===== src/hw/rtl/range_min_segment_tree_macros.svh =====
// Assertion macros for the range-minimum tree.
// Each macro expects clk and rst_n to exist in the module that uses it.
`ifndef RANGE_MIN_SEGMENT_TREE_MACROS_SVH
`define RANGE_MIN_SEGMENT_TREE_MACROS_SVH

`ifndef NO_ASSERTIONS
`define RMST_ASSERT(lbl, prop, msg) \
  lbl: assert property (@(posedge clk) disable iff (!rst_n) (prop)) else $error(msg);
`define RMST_ASSERT_IMPLY(lbl, cond, prop, msg) \
  lbl: assert property (@(posedge clk) disable iff (!rst_n) (cond) |-> (prop)) else $error(msg);
`else
`define RMST_ASSERT(lbl, prop, msg)
`define RMST_ASSERT_IMPLY(lbl, cond, prop, msg)
`endif

`endif


===== src/hw/rtl/rmst_pkg.sv =====
`timescale 1ns / 1ps

package rmst_pkg;

  localparam int MAX_ELEMENTS_DEF = 1024;
  localparam int SIZE_W           = 11;
  localparam int IDX_W            = 10;
  localparam int HI_W             = 11;
  localparam int VALUE_W          = 32;
  localparam int APB_DATA_W       = 32;
  localparam int APB_ADDR_W       = 3;

  localparam logic [SIZE_W-1:0] SIZE_RESET = SIZE_W'(1024);

  typedef logic signed [VALUE_W-1:0] value_t;

  localparam value_t VALUE_MAX = 32'sh7FFF_FFFF;

  typedef enum logic [0:0] {
    CMD_WRITE = 1'b0,
    CMD_QUERY = 1'b1
  } cmd_t;

  // Register indexes on the configuration port (word address).
  typedef enum logic [0:0] {
    REG_SIZE_IN_USE = 1'b0,
    REG_NONE        = 1'b1
  } reg_idx_t;

  typedef enum logic [2:0] {
    ST_CLEAR,
    ST_IDLE,
    ST_WR_UP,
    ST_Q_RUN,
    ST_Q_DRAIN,
    ST_Q_DONE
  } state_t;

  typedef struct packed {
    cmd_t                command;
    logic [IDX_W-1:0]    elem_index;
    value_t              elem_value;
    logic [IDX_W-1:0]    range_lo;
    logic [HI_W-1:0]     range_hi;
  } in_item_t;

  typedef struct packed {
    value_t min_value;
    logic   empty_range;
  } out_item_t;

  // Width that holds both the configured size and the tree capacity.
  function automatic int size_cmp_w(int max_elements);
    int w;
    w = $clog2(max_elements + 1);
    return (w > SIZE_W) ? w : SIZE_W;
  endfunction

  function automatic value_t min_val(value_t a, value_t b);
    return (a < b) ? a : b;
  endfunction

endpackage


===== src/hw/rtl/rmst_cfg.sv =====
`timescale 1ns / 1ps

module rmst_cfg #(
  parameter int MAX_ELEMENTS = rmst_pkg::MAX_ELEMENTS_DEF
) (
  input  logic                                            clk,
  input  logic                                            rst_n,
  input  logic                                            psel,
  input  logic                                            penable,
  input  logic                                            pwrite,
  input  logic [rmst_pkg::APB_ADDR_W-1:0]                 paddr,
  input  logic [rmst_pkg::APB_DATA_W-1:0]                 pwdata,
  output logic [rmst_pkg::APB_DATA_W-1:0]                 prdata,
  output logic                                            pready,
  output logic [rmst_pkg::size_cmp_w(MAX_ELEMENTS)-1:0]   used_size
);

  localparam int SZ_W = rmst_pkg::size_cmp_w(MAX_ELEMENTS);
  localparam logic [SZ_W-1:0] USED_RESET =
    (SZ_W'(rmst_pkg::SIZE_RESET) > SZ_W'(MAX_ELEMENTS)) ? SZ_W'(MAX_ELEMENTS)
                                                        : SZ_W'(rmst_pkg::SIZE_RESET);

  logic [rmst_pkg::SIZE_W-1:0] size_r;
  logic [rmst_pkg::SIZE_W-1:0] size_nxt;
  logic [SZ_W-1:0]             used_r;
  logic [SZ_W-1:0]             used_nxt;
  logic [SZ_W-1:0]             size_ext;
  rmst_pkg::reg_idx_t          reg_sel;

  assign reg_sel = rmst_pkg::reg_idx_t'(paddr[2]);
  assign pready  = 1'b1;

  always_comb begin
    size_nxt = size_r;
    if (psel && penable && pwrite && reg_sel == rmst_pkg::REG_SIZE_IN_USE) begin
      size_nxt = pwdata[rmst_pkg::SIZE_W-1:0];
    end
    // A size above the tree capacity behaves as the capacity.
    size_ext = SZ_W'(size_nxt);
    used_nxt = (size_ext > SZ_W'(MAX_ELEMENTS)) ? SZ_W'(MAX_ELEMENTS) : size_ext;
  end

  always_comb begin
    unique case (reg_sel)
      rmst_pkg::REG_SIZE_IN_USE: prdata = rmst_pkg::APB_DATA_W'(size_r);
      rmst_pkg::REG_NONE:        prdata = '0;
      default:                   prdata = '0;
    endcase
  end

  always_ff @(posedge clk) begin
    if (!rst_n) begin
      size_r <= rmst_pkg::SIZE_RESET;
      used_r <= USED_RESET;
    end else begin
      size_r <= size_nxt;
      used_r <= used_nxt;
    end
  end

  assign used_size = used_r;

endmodule


===== config.mk =====
export PLATFORM = sky130hd
export DESIGN_NAME = rmst_cfg
export DESIGN_NICKNAME = d
export VERILOG_FILES = /design/src/hw/rtl/range_min_segment_tree_macros.svh /design/src/hw/rtl/rmst_pkg.sv /design/src/hw/rtl/rmst_cfg.sv
export SDC_FILE = /design/constraint.sdc
export NUM_CORES = 1
export LEC_CHECK = 0
export BUFFER_PORTS_ARGS = -buffer_cell sky130_fd_sc_hd__buf_2
export CAP_MARGIN = 20
export CORE_MARGIN = 1.5
export CORE_UTILIZATION = 30
export CTS_BUF_LIST = sky130_fd_sc_hd__clkbuf_8
export DETAILED_ROUTE_END_ITERATION = 8
export GPL_ROUTABILITY_DRIVEN = 0
export GPL_TIMING_DRIVEN = 0
export PLACE_DENSITY = 0.67
export SLEW_MARGIN = 20
export SYNTH_ARGS = -nofsm -noshare
export SYNTH_HDL_FRONTEND = slang
export SYNTH_SLANG_ARGS = --single-unit

===== constraint.sdc =====
create_clock -name clk -period 1 [get_ports clk]
set_input_delay 0 -clock clk [delete_from_list [all_inputs] [get_ports clk]]
set_output_delay 0 -clock clk [all_outputs]
set_load 0.02 [all_outputs]

==> results of run 1 <==
==> power groups by stage <==
stage	clock network, mW	registers [mW]	logic (mW)
global placement	0	0.911	0.271
detailed placement	0	0.912	0.272
global route	0.900	0.893	0.304
finish	0.840	0.891	0.280
CTS	0.865	0.891	0.278
floorplan	0	0.913	0.207
==> layout make-up <==
class | count | area share, %
plain buffers | 27 | 13.6
clock buffers | 3 | 2.80
clock inverters | 1 | 2.04
multi-input cells | 77 | 32.5
flip-flops and latches | 22 | 30.0
well taps | 46 | 3.91
repair buffers | 42 | 15.2
==> layer usage <==
metal / vias up / track usage (%) / wire [µm] / share of wire (%)
met5: - / 0 / 0 / 0
met4: 0 / 4.56 / 24 / 1.1
met3: 4 / 2.94 / 135 / 6.3
met2: 31 / 18.5 / 1010 / 47
met1: 346 / 14.2 / 959 / 45
li1: 429 / - / - / -
==> sequential cells by signal (all words and copies together) (netlist names) <==
| signal | cells |
|---|---|
| size_r | 11 |
| used_size | 11 |
==> what timing repair did <==
action                                  4_1_cts  5_1_grt
pin swaps                                     3        3
hold endpoints to repair                      0        0
gates cloned                                  1        0
resized for setup                             2        3
endpoints found under the setup margin       10       11
setup buffers                                 2        1
==> tightest hold or removal path: stages <==
cell and delay, ns:
buf_2 0.09, mux2i_1 0.07, nor2_1 0.08
==> cells by family after synthesis <==
group,Yosys count,synth area share (%)
AND/OR/NAND/NOR,41,22.9
buffers and inverters,27,19.4
flip-flops,22,42.7
multiplexers,10,10.1
AO/OA/AOI/OAI,4,4.24
other,2,0.728
==> cells in the mapped netlist (all sizes together) <==
library cell	n	area, µm²
a21boi	2	15.0
a22oi	2	28.8
and2b	3	25.0
and4b	1	10.0
buf	25	193
clkbuf	2	7.51
conb	2	7.51
dfxtp	22	440
mux2i	10	104
nand2	4	15.0
nand3	3	15.0
nand4b	1	8.76
nor2	8	30.0
nor2b	18	113
nor3	1	5.00
nor4	1	6.26
nor4b	1	8.76
==> worst max-delay path by stage <==
stage / startpoint / cells past startpoint / end / slack (ns)
2_1_floorplan: size_r[10] / 4 / used_size[4] / -0.04
6_report: size_r[10] / 4 / used_size[4] / -0.09
5_1_grt: size_r[10] / 4 / used_size[1] / -0.13
3_3_place_gp: paddr[2] / 6 / used_size[4] / -0.16
3_5_place_dp: paddr[2] / 6 / used_size[4] / -0.16
4_1_cts: size_r[10] / 4 / used_size[4] / -0.10
==> flow_summary.json, run 1 <==
{
  "rows": 21,
  "dieArea_um2": 3800,
  "clkTransAtPathRegs_ns": 0.09,
  "fin_worst_skew_ns": 0.00581,
  "core_um2": 3310,
  "leakage_nw": 0.752,
  "power.net_switching_uw": 466,
  "synthCells": 106,
  "whs_path_depth": 3,
  "rr_endpoint": "used_size[4]",
  "p_int_mw": 1.55,
  "drv_slew": 0,
  "clock.fmax_mhz": 917,
  "syn2layout_area_growth_pct": 42.7,
  "route.detailed.drc": 0,
  "clock_latency_ns": 0.27,
  "dp_cells": 210,
  "cts_root_buf": "clkbuf_8",
  "mostFrequentLayoutCells": "buf_2, buf_4, conb_1, dfxtp_1, nor2b_1",
  "syn_area_um2": 1030,
  "totalPowerFinal_mw": 2.01,
  "place_area_um2": 1360,
  "cp-end-kind": "flop",
  "start_kind": "flop",
  "ctsHoldBuffers": 0,
  "numCtsBuffers": 3,
  "io_buffers": 38,
  "drive_gt1_share_pct": 44.8,
  "min_to": "used_size[7]",
  "crit_type": "reg -> reg",
  "crit_path_max_incr_delay_ns": 0.32,
  "cp_max_fo": 5,
  "final.period_utilization_pct": 109,
  "fin_tns_setup_ns": -0.664,
  "seqPwrFrac_pct": 44.3,
  "maxCapViolCount": 0,
  "critical_path.slowest_cell": "dfxtp_2",
  "fin_ws_ns": -0.0902,
  "vias_per_cell": 3.72,
  "cp.arrival_ns": 1.24,
  "post-place-ws_ns": -0.165,
  "p_clk_share_pct": 41.8,
  "crit_chain": "and2b_2 -> mux2i_4 -> buf_6 -> a22oi_4",
  "regToRegSetupSlack_ns": -0.09,
  "ir_drop_uv": 539,
  "violations": "negative setup slack",
  "final_net_count": 213,
  "regArea_um2": 442,
  "die_w_um": 61.7,
  "stdcell_area_um2": 1470,
  "combPwrFrac_pct": 13.9,
  "routed-via-count": 810,
  "hold_start": "pwdata[7]",
  "cts_buffer_depth": 2,
  "hold_viol": 0,
  "final_common_cell": "buf_2",
  "initial_core_util_pct": 31.2,
  "clock-sinks": 22,
  "wl_um": 2130,
  "tritoncts": "built",
  "ys_ff_latch": 22,
  "wl_per_cell_um": 9.76,
  "crit_family": "flip-flops",
  "htreeDepth": 1,
  "finish.utilization_pct": 44.5,
  "ant_nets": 0,
  "multi_input_area_um2": 478,
  "crit_buf_inv": 1,
  "finalSetupViolCount": 10,
  "grt_max_degree": 14,
  "hold_path_class": "in -> reg",
  "r2r_start": "size_r[10]",
  "worstPathRequired_ns": 1.15,
  "whs_ns": 0.00709,
  "die_y_um": 61.7,
  "grt.total_usage_pct": 11.3,
  "hpwlAfterDp_um": 1590,
  "yosysUniqueCellTypes": 22,
  "pwr_density_cell_nw_per_um2": 1370,
  "grt_overflow": 0,
  "grt_pass1_vias": 664,
  "synth_seq_area_share_pct": 42.7,
  "run_status": "finished, violations left",
  "r2r_cells": 4,
  "num_io_pins": 84,
  "drtPass1Iterations": 4,
  "antenna_cells": 0,
  "grt_first_pass_wirelength_um": 3010,
  "min_period_ns": 1.09,
  "nFillCells": 337,
  "p_sw_share_pct": 23.2,
  "syn_avg_cell_area_um2": 9.74,
  "finalNonFillerCells": 218,
  "antenna_found_initial": 0,
  "yosys_warnings": 0,
  "grt_setup_unrepaired": "true",
  "drtIter0Drc": 10
}
Power figures use the tool's default switching activity.
==> run 2: changes to the inputs <==
- PLACE_DENSITY: 0.67 -> unset
- clock period: 1 -> 1.15 ns (I/O delays scaled with it)
==> run 2 against run 1 <==
  * The flow now finishes without violations
  * Critical path depth unchanged
  * Clock-buffer cell count did not move
  * Sequential share of layout area up 0.54 points
  * Fmax down 2.1%
  * Cell area down 2.0%
  * Wire length about the same
  * Final cell count fell by 1.4%
  * Total power down 14%
  * Critical path type unchanged
==> flow_summary.json, run 2 (synthesis gave the netlist of run 1 again) <==
{
  "grt_overflow": 0,
  "ant_nets": 0,
  "rr_endpoint": "used_size[4]",
  "fin_tns_setup_ns": 0,
  "whs_ns": 0.0126,
  "post-place-ws_ns": -0.0105,
  "route.detailed.drc": 0,
  "fin_ws_ns": 0.0365,
  "final_net_count": 210,
  "rows": 21,
  "tritoncts": "built",
  "cts_root_buf": "clkbuf_8",
  "drive_gt1_share_pct": 42.6,
  "finish.utilization_pct": 43.6,
  "ir_drop_uv": 634,
  "r2r_start": "size_r[10]",
  "leakage_nw": 0.736,
  "r2r_cells": 4,
  "grt_pass1_vias": 691,
  "mostFrequentLayoutCells": "buf_2, buf_4, conb_1, dfxtp_1, nor2b_1",
  "regArea_um2": 440,
  "grt_first_pass_wirelength_um": 3090,
  "syn2layout_area_growth_pct": 39.8,
  "multi_input_area_um2": 475,
  "run_status": "complete, no violations",
  "dieArea_um2": 3800,
  "antenna_cells": 0,
  "antenna_found_initial": 0,
  "core_um2": 3310,
  "min_period_ns": 1.11,
  "die_w_um": 61.7,
  "final.period_utilization_pct": 96.8,
  "drtPass1Iterations": 4,
  "final_common_cell": "buf_2",
  "vias_per_cell": 3.81,
  "grt_max_degree": 14,
  "worstPathRequired_ns": 1.30,
  "clock-sinks": 22,
  "num_io_pins": 84,
  "htreeDepth": 1,
  "wl_per_cell_um": 9.89,
  "start_kind": "flop",
  "min_to": "used_size[8]",
  "maxCapViolCount": 0,
  "totalPowerFinal_mw": 1.73,
  "finalNonFillerCells": 215,
  "hold_path_class": "in -> reg",
  "stdcell_area_um2": 1440,
  "die_y_um": 61.7,
  "place_area_um2": 1360,
  "cts_setup_buffers": 0,
  "hold_start": "pwdata[8]",
  "pwr_density_cell_nw_per_um2": 1200,
  "cts_buffer_depth": 2,
  "nFillCells": 358,
  "finalSetupViolCount": 0,
  "grt.total_usage_pct": 11.5,
  "hold_viol": 0,
  "regToRegSetupSlack_ns": 0.04,
  "clkTransAtPathRegs_ns": 0.08,
  "cp_max_fo": 5,
  "cp.arrival_ns": 1.26,
  "dp_cells": 210,
  "cp-end-kind": "flop",
  "wl_um": 2130,
  "clock.fmax_mhz": 898,
  "initial_core_util_pct": 31.2,
  "routed-via-count": 819,
  "drtIter0Drc": 21,
  "fin_worst_skew_ns": 0.00453,
  "numCtsBuffers": 3,
  "drv_slew": 0,
  "clock_latency_ns": 0.26,
  "io_buffers": 38,
  "crit_type": "reg -> reg",
  "whs_path_depth": 3
}
[run 2: changes by cell type in the layout (fill, tap and decap cells not counted), sizes merged]
cell / delta
buf: -3
[run 2: where the power goes]
group	internal (mW)	switching [mW]	leakage, nW	total, mW
registers	0.771	0.00399	0.178	0.775
logic	0.105	0.135	0.523	0.240
clock network	0.465	0.248	0.0357	0.713
total	1.34	0.387	0.736	1.73
[run 2: what timing repair did]
item	4_1_cts	5_1_grt
setup endpoints to repair	0	9
hold buffers	0	0
resized for setup	0	2
[run 2: worst max path at each step]
stage,startpoint,endpoint,slack [ns]
floorplan,size_r[10],used_size[4],0.11
global placement,paddr[2],used_size[4],0.01
detailed placement,paddr[2],used_size[4],-0.01
CTS,size_r[10],used_size[4],0.009
global route,size_r[10],used_size[4],-0.005
finish,size_r[10],used_size[4],0.04
[run 2: critical path, stage by stage, from the launching register on]
cell and delay (ns):
dfxtp_1 0.32, and2b_2 0.25, mux2i_4 0.20, buf_6 0.16, a22oi_4 0.07
[run 2: layout make-up]
| class | instances | area share [%] |
|---|---|---|
| Clock inverter | 1 | 2.08 |
| Multi-Input combinational cell | 77 | 33.0 |
| Sequential cell | 22 | 30.5 |
| Timing Repair Buffer | 39 | 13.7 |
| Tap cell | 46 | 3.99 |
| Buffer | 27 | 13.9 |
| Clock buffer | 3 | 2.86 |
[run 2: routing by layer]
metal | vias to the layer above | track usage (%) | part of all wire [%] | wire length, µm
li1 | 424 | - | - | -
met3 | 4 | 3.15 | 7.6 | 161
met4 | 0 | 6.38 | 2.0 | 42
met5 | - | 0 | 0 | 0
met1 | 362 | 12.8 | 40 | 859
met2 | 29 | 19.5 | 50 | 1060
==> run 3: changes to the inputs <==
- ABC_AREA: unset -> 1
- BUFFER_PORTS_ARGS: -buffer_cell sky130_fd_sc_hd__buf_2 -> -buffer_cell sky130_fd_sc_hd__clkbuf_2
==> run 3 against run 2 <==
  * Critical path depth grew 3
  * Wire length up 13%
  * Global-route usage grew 0.42 points
  * Cell area increased by 8.2%
  * Core utilization up 2.9 points
  * First-iteration DRC count increased by 19%
  * Via count up 22%
  * Combinational power up 62%
  * Sequential share of layout area fell by 2.3 points
  * Die area is 2.4% higher
  * Sequential power grew 2%
  * Clock power shrank 24%
  * Largest cell class unchanged
==> flow_summary.json, run 3 <==
{
  "run_status": "complete, no violations",
  "final.period_utilization_pct": 98.1,
  "crit_chain": "inv_1 -> nand2_1 -> nand2_2 -> nand2_2 -> nor2_4 -> nand3_4 -> a21oi_1",
  "grt_setup_unrepaired": "true",
  "core_um2": 3360,
  "ys_top_cells_by_count": "nand2_1, nor2_1, buf_4, dfxtp_1, inv_1",
  "yosysMostFrequentCell": "nand2_1",
  "cts_root_buf": "clkbuf_8",
  "route.detailed.drc": 0,
  "syn_area_um2": 1060,
  "cp-end-kind": "flop",
  "mostFrequentLayoutCells": "clkbuf_2, buf_4, conb_1, dfxtp_1, nor2_1",
  "synth_flop_cell": "dfxtp_1",
  "nFillCells": 371,
  "syn2layout_area_growth_pct": 47.5,
  "die_y_um": 62.4,
  "die_w_um": 62.4,
  "yosys-top-cells-area": "dfxtp_1, buf_4, nand2_1",
  "min_period_ns": 1.13,
  "synth.top_cell.area_share_pct": 41.6,
  "ant_nets": 0,
  "maxCapViolCount": 0,
  "num_io_pins": 84,
  "crit_family": "simple AND/OR/NAND/NOR gates",
  "antenna_cells": 0,
  "cts_buffer_depth": 2,
  "grt_first_pass_wirelength_um": 3710,
  "routed-via-count": 1002,
  "drtIter0Drc": 25,
  "initial_core_util_pct": 31.5,
  "crit_type": "reg -> reg",
  "clock.fmax_mhz": 886,
  "synth_seq_area_share_pct": 41.6,
  "wl_per_cell_um": 9.38,
  "grt.total_usage_pct": 11.9,
  "cp_max_fo": 5,
  "grt_pass1_vias": 858,
  "final_common_cell": "clkbuf_2",
  "hold_path_class": "in -> reg",
  "drtPass1Iterations": 4,
  "yosysUniqueCellTypes": 18,
  "rows": 21,
  "clock-sinks": 22,
  "post-place-ws_ns": -0.161,
  "clock_latency_ns": 0.26,
  "synthCells": 145,
  "hpwlAfterDp_um": 1660,
  "finish.utilization_pct": 46.4,
  "ir_drop_uv": 796,
  "critical_path.slowest_cell": "dfxtp_1",
  "cp.arrival_ns": 1.32,
  "vias_per_cell": 3.90,
  "start_kind": "flop",
  "dieArea_um2": 3890,
  "antenna_found_initial": 0,
  "r2r_cells": 7,
  "hold_viol": 0,
  "final_net_count": 252,
  "numCtsBuffers": 3,
  "synth_edf_count": 0,
  "whs_path_depth": 4,
  "grt_overflow": 0,
  "syn_avg_cell_area_um2": 7.30,
  "fin_worst_skew_ns": 0.00145,
  "yosysTopAreaCell": "dfxtp_1",
  "leakage_nw": 0.833,
  "clkTransAtPathRegs_ns": 0.07,
  "ys_ff_latch": 22,
  "crit_buf_inv": 1,
  "path_depth": 7,
  "fin_ws_ns": 0.0218,
  "wl_um": 2410,
  "io_buffers": 38,
  "drive_gt1_share_pct": 44.5,
  "finalSetupViolCount": 0,
  "yosys_warnings": 0,
  "tritoncts": "built",
  "pwr_density_cell_nw_per_um2": 1100,
  "worstPathRequired_ns": 1.34,
  "drv_slew": 0,
  "cpMostUsedCell": "nand2_2",
  "async_reset_ff_share_pct": 0,
  "crit_path_max_incr_delay_ns": 0.31,
  "grt_max_degree": 13,
  "htreeDepth": 1
}
## run 3: changes by cell type in the layout (fill, tap and decap cells not counted), sizes merged, moves of 10 or more
cell,before,now
a21oi,0,10
buf,64,27
clkbuf,5,43
inv,0,16
mux2i,10,0
nand2,4,28
nor2,8,25
nor2b,18,0
## run 3: path summary, 6_finish.rpt
check                  start            end  slack [ns]
setup / recovery   size_r[3]   used_size[4]        0.02
hold / removal     pwdata[6]      size_r[6]        0.10
setup reg to reg   size_r[3]   used_size[4]        0.02
hold reg to reg   size_r[10]  used_size[10]        0.55
## run 3: stage by stage
step	setup TNS [ns]	total power [mW]	instances	instance area, µm²	hold slack, ns
finish	0	1.72	257	1560	0.101
global route	-0.287	1.80	257	1560	0.122
CTS	0	1.68	256	1470	0.0856
detailed placement	-1.44	1.12	249	1380	0.218
global placement	-1.38	1.12	249	1380	0.215
floorplan	0	1.05	165	1130	0.0690
## run 3: kinds of logic after synthesis
| kind of cell | count (synthesis) | synth area share (%) |
|---|---|---|
| buf+inv | 44 | 25.1 |
| compound gates | 11 | 5.20 |
| flops | 22 | 41.6 |
| other cells | 2 | 0.709 |
| simple gates | 66 | 27.4 |
## run 3: cell type report
cell class	count	area, µm²	share of cell area (%)
Multi-Input combinational cell	100	526	33.7
Sequential cell	22	440	28.2
Timing Repair Buffer	41	218	13.9
Buffer	27	201	12.9
Inverter	17	63.8	4.09
Tap cell	46	57.6	3.69
Clock buffer	4	55.1	3.53
## run 3: routing by layer
layer / GRT usage (%) / routed length (µm) / vias up / share of wire (%)
li1: - / - / 530 / -
met4: 2.50 / 8 / 0 / 0.33
met1: 14.3 / 1080 / 437 / 45
met5: 0 / 0 / - / 0
met2: 20.3 / 1170 / 33 / 48
met3: 4.32 / 156 / 2 / 6.5
## run 3: timing repair
action,CTS,global route
gates cloned,1,0
endpoints found under the hold margin,1,0
resized for setup,4,23
hold buffers,2,0
pin swaps,0,9
buffers inserted,0,1
endpoints found under the setup margin,10,10
## run 3: worst reg2reg max path, stage by stage, from the launching register on
cell	delay (ns)
dfxtp_1	0.31
inv_1	0.06
nand2_1	0.07
nand2_2	0.09
nand2_2	0.07
nor2_4	0.17
nand3_4	0.13
a21oi_1	0.16
## run 3: where the power goes
part,total [mW],leakage (nW),switching (mW),internal [mW]
clock network,0.541,0.0288,0.236,0.305
registers,0.788,0.178,0.00570,0.782
logic,0.388,0.626,0.239,0.149
total,1.72,0.833,0.481,1.24
