File: src/hw/rtl/range_min_segment_tree_macros.svh
// Assertion macros for the range-minimum tree.
// Each macro expects clk and rst_n to exist in the module that uses it.
`ifndef RANGE_MIN_SEGMENT_TREE_MACROS_SVH
`define RANGE_MIN_SEGMENT_TREE_MACROS_SVH

`ifndef NO_ASSERTIONS
`define RMST_ASSERT(lbl, prop, msg) \
  lbl: assert property (@(posedge clk) disable iff (!rst_n) (prop)) else $error(msg);
`define RMST_ASSERT_IMPLY(lbl, cond, prop, msg) \
  lbl: assert property (@(posedge clk) disable iff (!rst_n) (cond) |-> (prop)) else $error(msg);
`else
`define RMST_ASSERT(lbl, prop, msg)
`define RMST_ASSERT_IMPLY(lbl, cond, prop, msg)
`endif

`endif

File: src/hw/rtl/rmst_pkg.sv
`timescale 1ns / 1ps

package rmst_pkg;

  localparam int MAX_ELEMENTS_DEF = 1024;
  localparam int SIZE_W           = 11;
  localparam int IDX_W            = 10;
  localparam int HI_W             = 11;
  localparam int VALUE_W          = 32;
  localparam int APB_DATA_W       = 32;
  localparam int APB_ADDR_W       = 3;

  localparam logic [SIZE_W-1:0] SIZE_RESET = SIZE_W'(1024);

  typedef logic signed [VALUE_W-1:0] value_t;

  localparam value_t VALUE_MAX = 32'sh7FFF_FFFF;

  typedef enum logic [0:0] {
    CMD_WRITE = 1'b0,
    CMD_QUERY = 1'b1
  } cmd_t;

  // Register indexes on the configuration port (word address).
  typedef enum logic [0:0] {
    REG_SIZE_IN_USE = 1'b0,
    REG_NONE        = 1'b1
  } reg_idx_t;

  typedef enum logic [2:0] {
    ST_CLEAR,
    ST_IDLE,
    ST_WR_UP,
    ST_Q_RUN,
    ST_Q_DRAIN,
    ST_Q_DONE
  } state_t;

  typedef struct packed {
    cmd_t                command;
    logic [IDX_W-1:0]    elem_index;
    value_t              elem_value;
    logic [IDX_W-1:0]    range_lo;
    logic [HI_W-1:0]     range_hi;
  } in_item_t;

  typedef struct packed {
    value_t min_value;
    logic   empty_range;
  } out_item_t;

  // Width that holds both the configured size and the tree capacity.
  function automatic int size_cmp_w(int max_elements);
    int w;
    w = $clog2(max_elements + 1);
    return (w > SIZE_W) ? w : SIZE_W;
  endfunction

  function automatic value_t min_val(value_t a, value_t b);
    return (a < b) ? a : b;
  endfunction

endpackage

File: src/hw/rtl/rmst_ctrl.sv
`timescale 1ns / 1ps
`include "range_min_segment_tree_macros.svh"

module rmst_ctrl #(
  parameter int MAX_ELEMENTS = rmst_pkg::MAX_ELEMENTS_DEF
) (
  input  logic                                            clk,
  input  logic                                            rst_n,
  input  logic [rmst_pkg::size_cmp_w(MAX_ELEMENTS)-1:0]   used_size,
  input  logic                                            in_valid,
  output logic                                            in_stall,
  input  rmst_pkg::in_item_t                              in_data,
  output logic                                            out_valid,
  input  logic                                            out_stall,
  output rmst_pkg::out_item_t                             out_data,
  output logic                                            mem_we,
  output logic [$clog2(2*MAX_ELEMENTS)-1:0]               mem_wa,
  output rmst_pkg::value_t                                mem_wd,
  output logic [$clog2(2*MAX_ELEMENTS)-1:0]               mem_ra,
  output logic [$clog2(2*MAX_ELEMENTS)-1:0]               mem_rb,
  input  rmst_pkg::value_t                                mem_rd_a,
  input  rmst_pkg::value_t                                mem_rd_b
);

  localparam int SZ_W = rmst_pkg::size_cmp_w(MAX_ELEMENTS);
  localparam int AW   = $clog2(2 * MAX_ELEMENTS);
  localparam int NW   = AW + 1;
  localparam logic [AW-1:0] LAST_NODE = AW'(2 * MAX_ELEMENTS - 1);
  localparam logic [AW-1:0] ROOT_NODE = AW'(1);

  rmst_pkg::state_t    state_r, state_nxt;
  logic [AW-1:0]       clr_r, clr_nxt;
  logic [AW-1:0]       node_r, node_nxt;
  rmst_pkg::value_t    cur_r, cur_nxt;
  logic [NW-1:0]       lo_r, lo_nxt;
  logic [NW-1:0]       hi_r, hi_nxt;
  rmst_pkg::value_t    best_r, best_nxt;
  logic                empty_r, empty_nxt;
  logic                rd_valid_r;
  logic                take_lo_r, take_hi_r;
  logic                pair_valid_r;
  rmst_pkg::value_t    pair_r;
  logic                out_valid_r, out_valid_nxt;
  rmst_pkg::out_item_t out_data_r, out_data_nxt;

  logic                accept;
  logic [SZ_W-1:0]     idx_ext, lo_ext, hi_ext, hi_clip;
  logic [NW-1:0]       leaf;
  logic [AW-1:0]       parent;
  rmst_pkg::value_t    up_min;
  rmst_pkg::value_t    a_eff, b_eff;
  logic [NW-1:0]       hi_m1;

  assign in_stall = (state_r != rmst_pkg::ST_IDLE);
  assign accept   = in_valid && !in_stall;

  assign idx_ext = SZ_W'(in_data.elem_index);
  assign lo_ext  = SZ_W'(in_data.range_lo);
  assign hi_ext  = SZ_W'(in_data.range_hi);
  assign hi_clip = (hi_ext > used_size) ? used_size : hi_ext;
  assign leaf    = NW'(idx_ext) + NW'(MAX_ELEMENTS);
  assign parent  = node_r >> 1;
  assign up_min  = rmst_pkg::min_val(cur_r, mem_rd_a);
  assign hi_m1   = hi_r - NW'(1);

  always_comb begin
    state_nxt     = state_r;
    clr_nxt       = clr_r;
    node_nxt      = node_r;
    cur_nxt       = cur_r;
    lo_nxt        = lo_r;
    hi_nxt        = hi_r;
    best_nxt      = best_r;
    empty_nxt     = empty_r;
    out_valid_nxt = out_valid_r && out_stall;
    out_data_nxt  = out_data_r;
    mem_we        = 1'b0;
    mem_wa        = '0;
    mem_wd        = rmst_pkg::VALUE_MAX;
    mem_ra        = lo_r[AW-1:0];
    mem_rb        = hi_m1[AW-1:0];

    if (pair_valid_r) begin
      best_nxt = rmst_pkg::min_val(best_r, pair_r);
    end

    unique case (state_r)
      rmst_pkg::ST_CLEAR: begin
        mem_we  = 1'b1;
        mem_wa  = clr_r;
        clr_nxt = clr_r + AW'(1);
        if (clr_r == LAST_NODE) begin
          state_nxt = rmst_pkg::ST_IDLE;
        end
      end
      rmst_pkg::ST_IDLE: begin
        if (accept) begin
          if (in_data.command == rmst_pkg::CMD_WRITE) begin
            // Writes beyond the size in use are dropped.
            if (idx_ext < used_size) begin
              mem_we    = 1'b1;
              mem_wa    = leaf[AW-1:0];
              mem_wd    = in_data.elem_value;
              mem_ra    = leaf[AW-1:0] ^ AW'(1);
              node_nxt  = leaf[AW-1:0];
              cur_nxt   = in_data.elem_value;
              state_nxt = rmst_pkg::ST_WR_UP;
            end
          end else begin
            best_nxt = rmst_pkg::VALUE_MAX;
            if (lo_ext >= hi_clip) begin
              empty_nxt = 1'b1;
              state_nxt = rmst_pkg::ST_Q_DONE;
            end else begin
              empty_nxt = 1'b0;
              lo_nxt    = NW'(lo_ext) + NW'(MAX_ELEMENTS);
              hi_nxt    = NW'(hi_clip) + NW'(MAX_ELEMENTS);
              state_nxt = rmst_pkg::ST_Q_RUN;
            end
          end
        end
      end
      rmst_pkg::ST_WR_UP: begin
        // The sibling read last cycle is here; write the parent and fetch its sibling.
        mem_we   = 1'b1;
        mem_wa   = parent;
        mem_wd   = up_min;
        mem_ra   = parent ^ AW'(1);
        node_nxt = parent;
        cur_nxt  = up_min;
        if (parent == ROOT_NODE) begin
          state_nxt = rmst_pkg::ST_IDLE;
        end
      end
      rmst_pkg::ST_Q_RUN: begin
        lo_nxt = (lo_r + NW'(lo_r[0])) >> 1;
        hi_nxt = hi_r >> 1;
        if (!(lo_nxt < hi_nxt)) begin
          state_nxt = rmst_pkg::ST_Q_DRAIN;
        end
      end
      rmst_pkg::ST_Q_DRAIN: begin
        if (!rd_valid_r && !pair_valid_r) begin
          state_nxt = rmst_pkg::ST_Q_DONE;
        end
      end
      rmst_pkg::ST_Q_DONE: begin
        if (!out_valid_r || !out_stall) begin
          out_valid_nxt            = 1'b1;
          out_data_nxt.min_value   = best_r;
          out_data_nxt.empty_range = empty_r;
          state_nxt                = rmst_pkg::ST_IDLE;
        end
      end
      default: begin
        state_nxt = rmst_pkg::ST_IDLE;
      end
    endcase
  end

  assign a_eff = take_lo_r ? mem_rd_a : rmst_pkg::VALUE_MAX;
  assign b_eff = take_hi_r ? mem_rd_b : rmst_pkg::VALUE_MAX;

  always_ff @(posedge clk) begin
    if (!rst_n) begin
      state_r      <= rmst_pkg::ST_CLEAR;
      clr_r        <= '0;
      rd_valid_r   <= 1'b0;
      pair_valid_r <= 1'b0;
      out_valid_r  <= 1'b0;
    end else begin
      state_r      <= state_nxt;
      clr_r        <= clr_nxt;
      rd_valid_r   <= (state_r == rmst_pkg::ST_Q_RUN);
      pair_valid_r <= rd_valid_r;
      out_valid_r  <= out_valid_nxt;
    end
  end

  always_ff @(posedge clk) begin
    node_r     <= node_nxt;
    cur_r      <= cur_nxt;
    lo_r       <= lo_nxt;
    hi_r       <= hi_nxt;
    best_r     <= best_nxt;
    empty_r    <= empty_nxt;
    take_lo_r  <= lo_r[0];
    take_hi_r  <= hi_r[0];
    pair_r     <= rmst_pkg::min_val(a_eff, b_eff);
    out_data_r <= out_data_nxt;
  end

  assign out_valid = out_valid_r;
  assign out_data  = out_data_r;

  `RMST_ASSERT_IMPLY(a_wr_rd_apart, state_r == rmst_pkg::ST_WR_UP, mem_wa != mem_ra, "parent write and sibling read hit the same node")
  `RMST_ASSERT_IMPLY(a_range_open, state_r == rmst_pkg::ST_Q_RUN, lo_r < hi_r, "query step with an exhausted range")
  `RMST_ASSERT_IMPLY(a_no_wr_in_query, state_r == rmst_pkg::ST_Q_RUN || state_r == rmst_pkg::ST_Q_DRAIN || state_r == rmst_pkg::ST_Q_DONE, !mem_we, "tree written during a query")
  `RMST_ASSERT_IMPLY(a_done_loads, $past(state_r) == rmst_pkg::ST_Q_DONE && state_r == rmst_pkg::ST_IDLE, out_valid_r, "query left without a result")

endmodule

File: config.mk
export PLATFORM = sky130hd
export DESIGN_NAME = rmst_ctrl
export DESIGN_NICKNAME = d
export VERILOG_FILES = /design/src/hw/rtl/rmst_pkg.sv /design/src/hw/rtl/rmst_ctrl.sv
export VERILOG_INCLUDE_DIRS = /design/src /design/src/hw/rtl
export SDC_FILE = /design/constraint.sdc
export NUM_CORES = 1
export LEC_CHECK = 0
export ABC_AREA = 1
export BUFFER_PORTS_ARGS = -buffer_cell sky130_fd_sc_hd__buf_2
export CORE_AREA = 2 2 193 195
export CTS_BUF_LIST = sky130_fd_sc_hd__clkbuf_2
export DETAILED_ROUTE_END_ITERATION = 8
export DIE_AREA = 0 0 195 197
export HOLD_SLACK_MARGIN = 0.12
export PLACE_DENSITY = 0.52
export SETUP_SLACK_MARGIN = 0.05
export SLEW_MARGIN = 0
export SYNTH_ARGS = -nofsm -noshare
export SYNTH_HDL_FRONTEND = slang
export SYNTH_SLANG_ARGS = --single-unit
File: constraint.sdc
create_clock -name clk -period 7.75 [get_ports clk]
set_clock_uncertainty 0.1 [all_clocks]
set_input_delay 1.1625 -clock clk [delete_from_list [all_inputs] [get_ports clk]]
set_output_delay 1.1625 -clock clk [all_outputs]
set_load 0.05 [all_outputs]
==> metrics.md, run 1 <==
| Metric | Value |
|---|---|
| Leakage | `7.33 nW` |
| Largest net degree at the start of global routing | `49` |
| Syn. warnings | `0` |
| Setup CP Type | `input pin to output port` |
| Internal Power | `2.58 mW` |
| Mapped Nets | `1,994` |
| Critical-path cell list | `buf_2 -> inv_1 -> ha_1 -> nand2_1 -> inv_1 -> o21ai_0 -> nand2_1 -> a21oi_1 -> nand2_1 -> nand2_1 -> nand2_1 -> nand2_1 -> nand3_1 -> nand3_1 -> nand2_1 -> buf_2` |
| Dpl ws | `2430 ps` |
| Reg-to-Reg End | `pair_r[14]` |
| Final setup margin | `2460 ps` |
| H-tree depth | `4` |
| Dpl cells | `2,363` |
| Skew-Pair Late Insertion Delay | `770 ps` |
| Unrepaired setup endpoints after global routing | `no` |
| Total wire length | `40,900 um` |
| CP required | `6490 ps` |
| CP arrival | `4030 ps` |
| Share of layout cells above drive strength 1 | `15.7%` |
| HPWL Detailed | `31,800 um` |
| Post-layout util | `39.8%` |
| PostCTS Resize Cnt | `0` |
| GRT Total Usage | `21.5%` |
| Number of synthesized register bits | `182` |
| Kind of start point of the critical path | `input pin` |
| Average via count per standard cell | `5.01` |
| Fmax | `189 MHz` |
| Slew Viols, Final | `0` |
| Most used cell, CP | `nand2_1` |
| Min-Delay Path Depth | `2` |
| Slew at the pin with the worst max-slew slack | `1300 ps` |
| Critical path fanouts, max | `32` |
| # DRC | `0` |
| Clock sink total | `182` |
| Chip width | `195 um` |
| Crit-path slowest cell | `nand2_1` |
| Slowest Stage Delay on Critical Path | `820 ps` |
| Post-Synthesis Cell Area | `12,600 um^2` |
| P&R area growth vs syn | `14.9%` |
| Finished Layout Cells | `2,397` |
| DR pass1 iterations | `5` |
| R2r startpoint | `take_lo_r` |
| Status | `completed` |
| 1st-iter DRT viols | `966` |
| Clk root buf | `clkbuf_2` |
| DIE AREA | `38,400 um^2` |
| Delay-heaviest family, CP | `simple AND/OR/NAND/NOR gates` |
| VDD IR max | `275 uV` |
| Max transition margin | `13.4%` |
| TritonCTS clock tree | `yes` |
| Post-CTS Setup Inserts | `0` |
| IO Count | `244` |
| Vias in the first global route | `11.5k` |
| Final setup fails | `0` |
| GRT overflow | `0` |
| Worst Setup End Kind | `output port` |
| Pwr dens | `412 nW/um^2` |
| CTS buffer count | `17` |
| Core box area | `36,300 um^2` |
| Final-layout fill cell count | `3,905` |
| Design Area, Final | `14,400 um^2` |
| Seq/Total Area, Yosys | `36.9%` |
| Count of cell types in the netlist | `32` |
| Die Span Y | `197 um` |
| Routed len/inst | `17.1 um` |
| Antenna-violating nets left | `0` |
| CTS Buffer Depth | `2` |
| Reg2reg path depth | `10` |
| Psw | `3.36 mW` |
| Final #Nets | `2,193` |
| Mean Syn Cell Area | `7.33 um^2` |
| DP Area | `14,200 um^2` |
| WP buf/inv | `4` |
| Placer Congestion | `0.896` |
| Hold Path Class | `flip-flop to flip-flop` |
| DR vias | `12.0k` |
| R2r setup slk | `3650 ps` |
| Total negative setup slack | `0 ps` |
| Final hold vios | `0` |
| Sw Share | `56.5%` |
| Logic pwr share | `63.3%` |
| Reg power frac | `28.0%` |
| Final min period | `5290 ps` |
| Crit path from | `mem_rd_a[13]` |
| Final worst path period share | `68.2%` |
| Hold_sp | `rd_valid_r` |
| Cells after Synth | `1,715` |
| Post-cts hold buffer count | `0` |
| Initial antenna violation count | `2` |
| CTS clk-pin slew, worst paths | `250 ps` |
| Clock power share | `8.7%` |
| First-pass GRT wire length | `64,300 um` |
| Worst hold endpoint | `pair_valid_r` |
| Maxcap violations | `0` |
| Rows | `70` |
| Initial Util | `34.6%` |
| PortBufs | `243` |
-- routing by layer --
metal  share of wire, %  GRT usage [%]  wire (um)  vias to the layer above
li1                   -              -          -                     6076
met1                 48           29.9      19500                     5549
met2                 44           34.1      18000                      356
met3                6.1           3.47       2490                       39
met4                2.5           6.73       1030                        0
met5                  0              0          0                        -
-- logic make-up (layout without fill, tap and decap cells) --
| kind of cell | Yosys count | in the layout | share of synthesized area, % |
|---|---|---|---|
| AOI/OAI and AO/OA | 204 | 204 | 9.21 |
| xor gates and xnor gates | 17 | 17 | 1.19 |
| adders and majority gates | 136 | 136 | 13.5 |
| buffers and inverters | 312 | 524 | 9.61 |
| DFF | 182 | 182 | 36.9 |
| other | 0 | 2 | 0 |
| and+or+nand+nor | 864 | 864 | 29.6 |
-- area by class of cell --
cell class / instances / area (um^2) / area share [%]
Inverter: 236 / 888 / 6.16
Antenna cell: 2 / 5.00 / 0.0347
Clock buffer: 17 / 85.1 / 0.590
Timing Repair Buffer: 256 / 1310 / 9.10
Clock inverter: 15 / 171 / 1.19
Multi-Input combinational cell: 1221 / 6750 / 46.8
Tap cell: 468 / 586 / 4.06
Sequential cell: 182 / 4630 / 32.1
-- worst max-delay path by stage --
| stage | to | slack, ps | cells after the start |
|---|---|---|---|
| after floorplan | cur_r[0] | 1940 | 9 |
| after global placement | hi_r[2] | 2430 | 20 |
| after detailed placement | mem_wd[31] | 2430 | 16 |
| after CTS | mem_wd[31] | 2410 | 12 |
| after global routing | mem_wd[31] | 2070 | 12 |
| final | mem_wd[31] | 2460 | 16 |
-- Yosys cell counts, drive strengths merged --
cell,n,area share (%)
nand2,429,13
inv,236,7.1
nand3,224,8.9
nor2,143,4.5
ha,136,14
edfxtp,99,24
a21oi,92,3.7
dfxtp,83,13
clkbuf,60,1.8
o21ai,58,2.3
nand4,44,2.2
o21a,35,2.1
xor2,17,1.2
buf,16,0.75
nor3,16,0.73
o211ai,13,0.78
nor4,5,0.25
a21o,2,0.12
nor3b,2,0.12
a31oi,1,0.050
nand3b,1,0.060
o2111ai,1,0.070
o21bai,1,0.060
o31a,1,0.070
-- metrics by stage --
stage          power (mW)  hold WS (ps)
2_1_floorplan        4.46           248
3_3_place_gp         5.44           308
3_5_place_dp         5.45           308
4_1_cts              5.98           340
5_1_grt              6.47           332
6_report             5.95           339
-- state kept, by name (all words and copies together), names as in the netlist --
signal        flops
pair_r           32
cur_r            32
empty_r           1
best_r           32
state_r           3
take_lo_r         1
out_data         33
clr_r            11
take_hi_r         1
rd_valid_r        1
lo_r             11
node_r           10
hi_r             12
pair_valid_r      1
out_valid         1
-- placed cells by master, fill, tap and decap left out, types with 58 or more instances in the layout --
master	instances
a21oi_1	90
buf_2	243
dfxtp_1	83
edfxtp_1	99
ha_1	136
inv_1	232
nand2_1	429
nand3_1	224
nor2_1	136
o21ai_0	58
-- power groups by stage --
stage | combinational (mW) | clock, mW | sequential, mW
finish | 3.76 | 0.518 | 1.66
global route | 4.19 | 0.579 | 1.70
CTS | 3.77 | 0.540 | 1.67
detailed placement | 3.76 | 0 | 1.69
global placement | 3.75 | 0 | 1.69
floorplan | 2.81 | 0 | 1.65
-- worst register-to-register path: cells and delay by family (launching register included) --
kind,cells,cell delay [ps]
fa+ha+maj,1,370
flops,1,1180
compound gates,4,550
simple gates,5,1780
Note: power is estimated with default switching activity, not from simulation.
==> inputs of run 2 (changes only) <==
--- a/config.mk
+++ b/config.mk
@@ -6,14 +6,14 @@
 export SDC_FILE = /design/constraint.sdc
 export NUM_CORES = 1
 export LEC_CHECK = 0
-export ABC_AREA = 1
+export ABC_AREA = 0
 export BUFFER_PORTS_ARGS = -buffer_cell sky130_fd_sc_hd__buf_2
-export CORE_AREA = 2 2 193 195
+export CORE_AREA = 2 2 197 199
 export CTS_BUF_LIST = sky130_fd_sc_hd__clkbuf_2
 export DETAILED_ROUTE_END_ITERATION = 8
-export DIE_AREA = 0 0 195 197
+export DIE_AREA = 0 0 199 201
 export HOLD_SLACK_MARGIN = 0.12
-export PLACE_DENSITY = 0.52
+export PLACE_DENSITY = 0.54
 export SETUP_SLACK_MARGIN = 0.05
 export SLEW_MARGIN = 0
 export SYNTH_ARGS = -nofsm -noshare
==> constraint.sdc (replaced) <==
create_clock -name clk -period 4.61 [get_ports clk]
set_clock_uncertainty 0.1 [all_clocks]
set_input_delay 0.6915 -clock clk [delete_from_list [all_inputs] [get_ports clk]]
set_output_delay 0.6915 -clock clk [all_outputs]
set_load 0.05 [all_outputs]
==> metrics.md, run 2 <==
| Metric | Value |
|---|---|
| Syn. warnings | `0 (unchanged)` |
| Post-synth EDFFs | `99 (unchanged)` |
| Largest cells by area after synthesis | `edfxtp_1, ha_1, dfxtp_1` |
| Largest net degree at the start of global routing | `61 (+24%)` |
| Number of synthesized register bits | `182 (unchanged)` |
| Core box area | `38,100 um^2 (+5.1%)` |
| Final worst path period share | `98.2%` |
| Synth top cells by count | `nor2_1, nand2_1, ha_1` |
| R2r startpoint | `take_hi_r` |
| Async SR Flop Fraction | `0% (unchanged)` |
| Synth top area share | `22.8% (-0.91 points)` |
| Total wire length | `39,700 um (-3.1%)` |
| Hold Path Class | `input pin to flip-flop` |
| Critical path fanouts, max | `5 (-84%)` |
| Antenna-violating nets left | `0 (unchanged)` |
| HPWL Detailed | `30,800 um (-3.0%)` |
| Synth area leader | `edfxtp_1` |
| Top FF cell, synth | `edfxtp_1` |
| GRT Total Usage | `19.5% (-2.0 points)` |
| Dpl cells | `2,162 (-8.5%)` |
| Routed len/inst | `17.0 um (-0.22%)` |
| First-pass GRT wire length | `60,900 um (-5.3%)` |
| IO Count | `244 (unchanged)` |
| Skew-Pair Late Insertion Delay | `870 ps (+100 ps)` |
| Max FFs per register | `33 (unchanged)` |
| Placer Congestion | `0.886 (-1.2%)` |
| Fmax | `221 MHz` |
| Leakage | `7.45 nW (+1.6%)` |
| Pwr dens | `365 nW/um^2 (-11%)` |
| Crit-path slowest cell | `dlygate4sd3_1` |
| Mean Syn Cell Area | `9.06 um^2 (+24%)` |
| Dpl ws | `242 ps (-2190 ps)` |
| Share of layout cells above drive strength 1 | `24.2% (+8.5 points)` |
| CTS buffer count | `17 (unchanged)` |
| Crit path from | `mem_rd_a[20]` |
| Maxcap violations | `0 (unchanged)` |
| Final min period | `4530 ps` |
| Final hold vios | `0 (unchanged)` |
| Die Span Y | `201 um (+2.0%)` |
| Reg2reg path depth | `11 (+1)` |
| Sw Share | `43.9% (-13 points)` |
| Initial antenna violation count | `5 (+3)` |
| Clock power share | `13.2% (+4.5 points)` |
| Final setup margin | `84.0 ps (-2380 ps)` |
| Leading cell type in the layout, fill and taps excluded | `buf_2` |
| H-tree depth | `4 (unchanged)` |
| Clk root buf | `clkbuf_2` |
| 1st-iter DRT viols | `664 (-31%)` |
| PortBufs | `243 (unchanged)` |
| Reg power frac | `36.7% (+8.7 points)` |
| Chip width | `199 um (+2.1%)` |
| Seq/Total Area, Yosys | `35.5% (-1.4 points)` |
| Slowest Stage Delay on Critical Path | `580 ps (-240 ps)` |
| Critical-path cell list | `dlygate4sd3_1 -> buf_2 -> inv_1 -> ha_1 -> nand4_1 -> o211ai_1 -> o221a_2 -> nor4b_4 -> a2bb2oi_4 -> buf_12 -> buf_12 -> buf_4 -> mux2i_1 -> o221ai_1 -> buf_4` |
| Finished Layout Cells | `2,327 (-2.9%)` |
| CP required | `3820 ps (-2670 ps)` |
| Slew Viols, Final | `0 (unchanged)` |
| Max transition margin | `24.7% (+11 points)` |
| Initial Util | `34.3% (-0.36 points)` |
| # DRC | `0 (unchanged)` |
| Most common cell in the netlist | `nor2_1` |
| Crit. path cell count | `15 (-1)` |
| Mapped Nets | `1,721 (-14%)` |
| Worst Setup End Kind | `output port` |
| Logic pwr share | `50.1% (-13 points)` |
| P&R area growth vs syn | `29.3%` |
| Final setup fails | `0 (unchanged)` |
| Post-Synthesis Cell Area | `13,100 um^2 (+4.0%)` |
| VDD IR max | `278 uV (+1.0%)` |
| Average via count per standard cell | `5.04 (+0.59%)` |
| Slew at the pin with the worst max-slew slack | `1130 ps (-168 ps)` |
| Vias in the first global route | `11.0k (-4.8%)` |
| DIE AREA | `40,000 um^2 (+4.1%)` |
| Internal Power | `3.46 mW (+34%)` |
| CTS clk-pin slew, worst paths | `280 ps (+30 ps)` |
| Unrepaired setup endpoints after global routing | `yes` |
| Psw | `2.71 mW (-19%)` |
| CTS Buffer Depth | `2 (unchanged)` |
| Status | `completed` |
| Final Power | `6.17 mW (+3.8%)` |
| Delay-heaviest family, CP | `buffers and inverters` |
| Count of cell types in the netlist | `70 (+120%)` |
| TritonCTS clock tree | `yes` |
| Cells after Synth | `1,442 (-16%)` |
| Kind of start point of the critical path | `input pin` |
| GRT overflow | `0 (unchanged)` |
| CP arrival | `3730 ps (-300 ps)` |
| Hold_sp | `used_size[7]` |
| WP buf/inv | `7 (+3)` |
| DR vias | `11.7k (-2.3%)` |
| Min-Delay Path Depth | `3 (+1)` |
| DR pass1 iterations | `5 (unchanged)` |
| Setup CP Type | `input pin to output port` |
| Final #Nets | `2,071 (-5.6%)` |
| Commonest cells after routing, fill and taps aside | `buf_2, nor2_1, nand2_1` |
| Rows | `72 (+2.9%)` |
| Clock sink total | `182 (unchanged)` |
run 2: cell types whose count changed in the layout (fill, tap and decap cells not counted), sizes merged, moves of 28 or more:
| cell | before | now |
|---|---|---|
| a211oi | 0 | 28 |
| nor2b | 0 | 33 |
| buf | 256 | 288 |
| o21ai | 58 | 96 |
| inv | 245 | 129 |
| mux2i | 0 | 74 |
| dlygate4sd3 | 0 | 112 |
| o221ai | 0 | 31 |
| nand2 | 429 | 142 |
| mux2 | 0 | 33 |
| nand3 | 224 | 16 |
run 2: worst register-to-register path: cells and delay by family (launching register included):
kind,cells,cell delay [ps]
AO/OA/AOI/OAI,3,740
adder cells (fa/ha/maj),1,320
flip-flops,1,800
buffers and inverters,2,860
multiplexers,1,470
AND/OR/NAND/NOR,4,860
run 2: per-stage QoR:
step / TNS, ps / utilization, % / hold slack, ps / area [um^2]
2_1_floorplan: 0 / - / 294 / 13100
3_3_place_gp: 0 / 39.1 / 307 / 14900
3_5_place_dp: 0 / 39.1 / 328 / 14900
4_1_cts: 0 / 42.7 / 121 / 16300
5_1_grt: -2060 / 44.3 / 111 / 16900
6_report: 0 / 44.3 / 201 / 16900
run 2: final timing paths:
kind,to,slack (ps)
setup / recovery,mem_wd[19],80
hold / removal,hi_r[7],200
setup reg to reg,pair_r[20],440
hold reg to reg,out_data[0],380
run 2: repair_timing:
action,4_1_cts,5_1_grt
resized for setup,16,119
buffers inserted,1,14
hold buffers,107,5
pin swaps,1,16
endpoints found under the setup margin,30,32
hold endpoints to repair,79,5
gates cloned,0,2
run 2: area by class of cell:
type	count	area (um^2)
fillers	3728	21200
clock buffers	18	90.1
well taps	518	648
clock inverters	14	133
inverters	121	454
multi-input cells	1067	8040
repair buffers	403	2890
flip-flops and latches	182	4630
diodes	4	10.0
run 2: power groups by stage:
stage	clock (mW)	combinational, mW	sequential (mW)
floorplan	0	1.98	2.20
detailed placement	0	2.63	2.29
CTS	0.849	2.77	2.25
finish	0.813	3.09	2.26
global route	0.916	3.36	2.30
global placement	0	2.60	2.28
run 2: cell families after synthesis:
group | share of synthesized area [%]
AND/OR/NAND/NOR | 16.2
AO/OA/AOI/OAI | 19.0
buffers and inverters | 6.05
flip-flops | 35.5
adder cells (fa/ha/maj) | 13.0
multiplexers | 8.54
XOR/XNOR | 1.74
run 2: routing by layer:
| layer | wire, um | share of wire, % | global-route usage, % | vias to the layer above |
|---|---|---|---|---|
| met5 | 0 | 0 | 0 | - |
| met4 | 698 | 1.8 | 5.12 | 0 |
| met3 | 1670 | 4.2 | 3.55 | 37 |
| met2 | 17700 | 45 | 30.2 | 262 |
| met1 | 19600 | 49 | 27.8 | 5533 |
| li1 | - | - | - | 5906 |
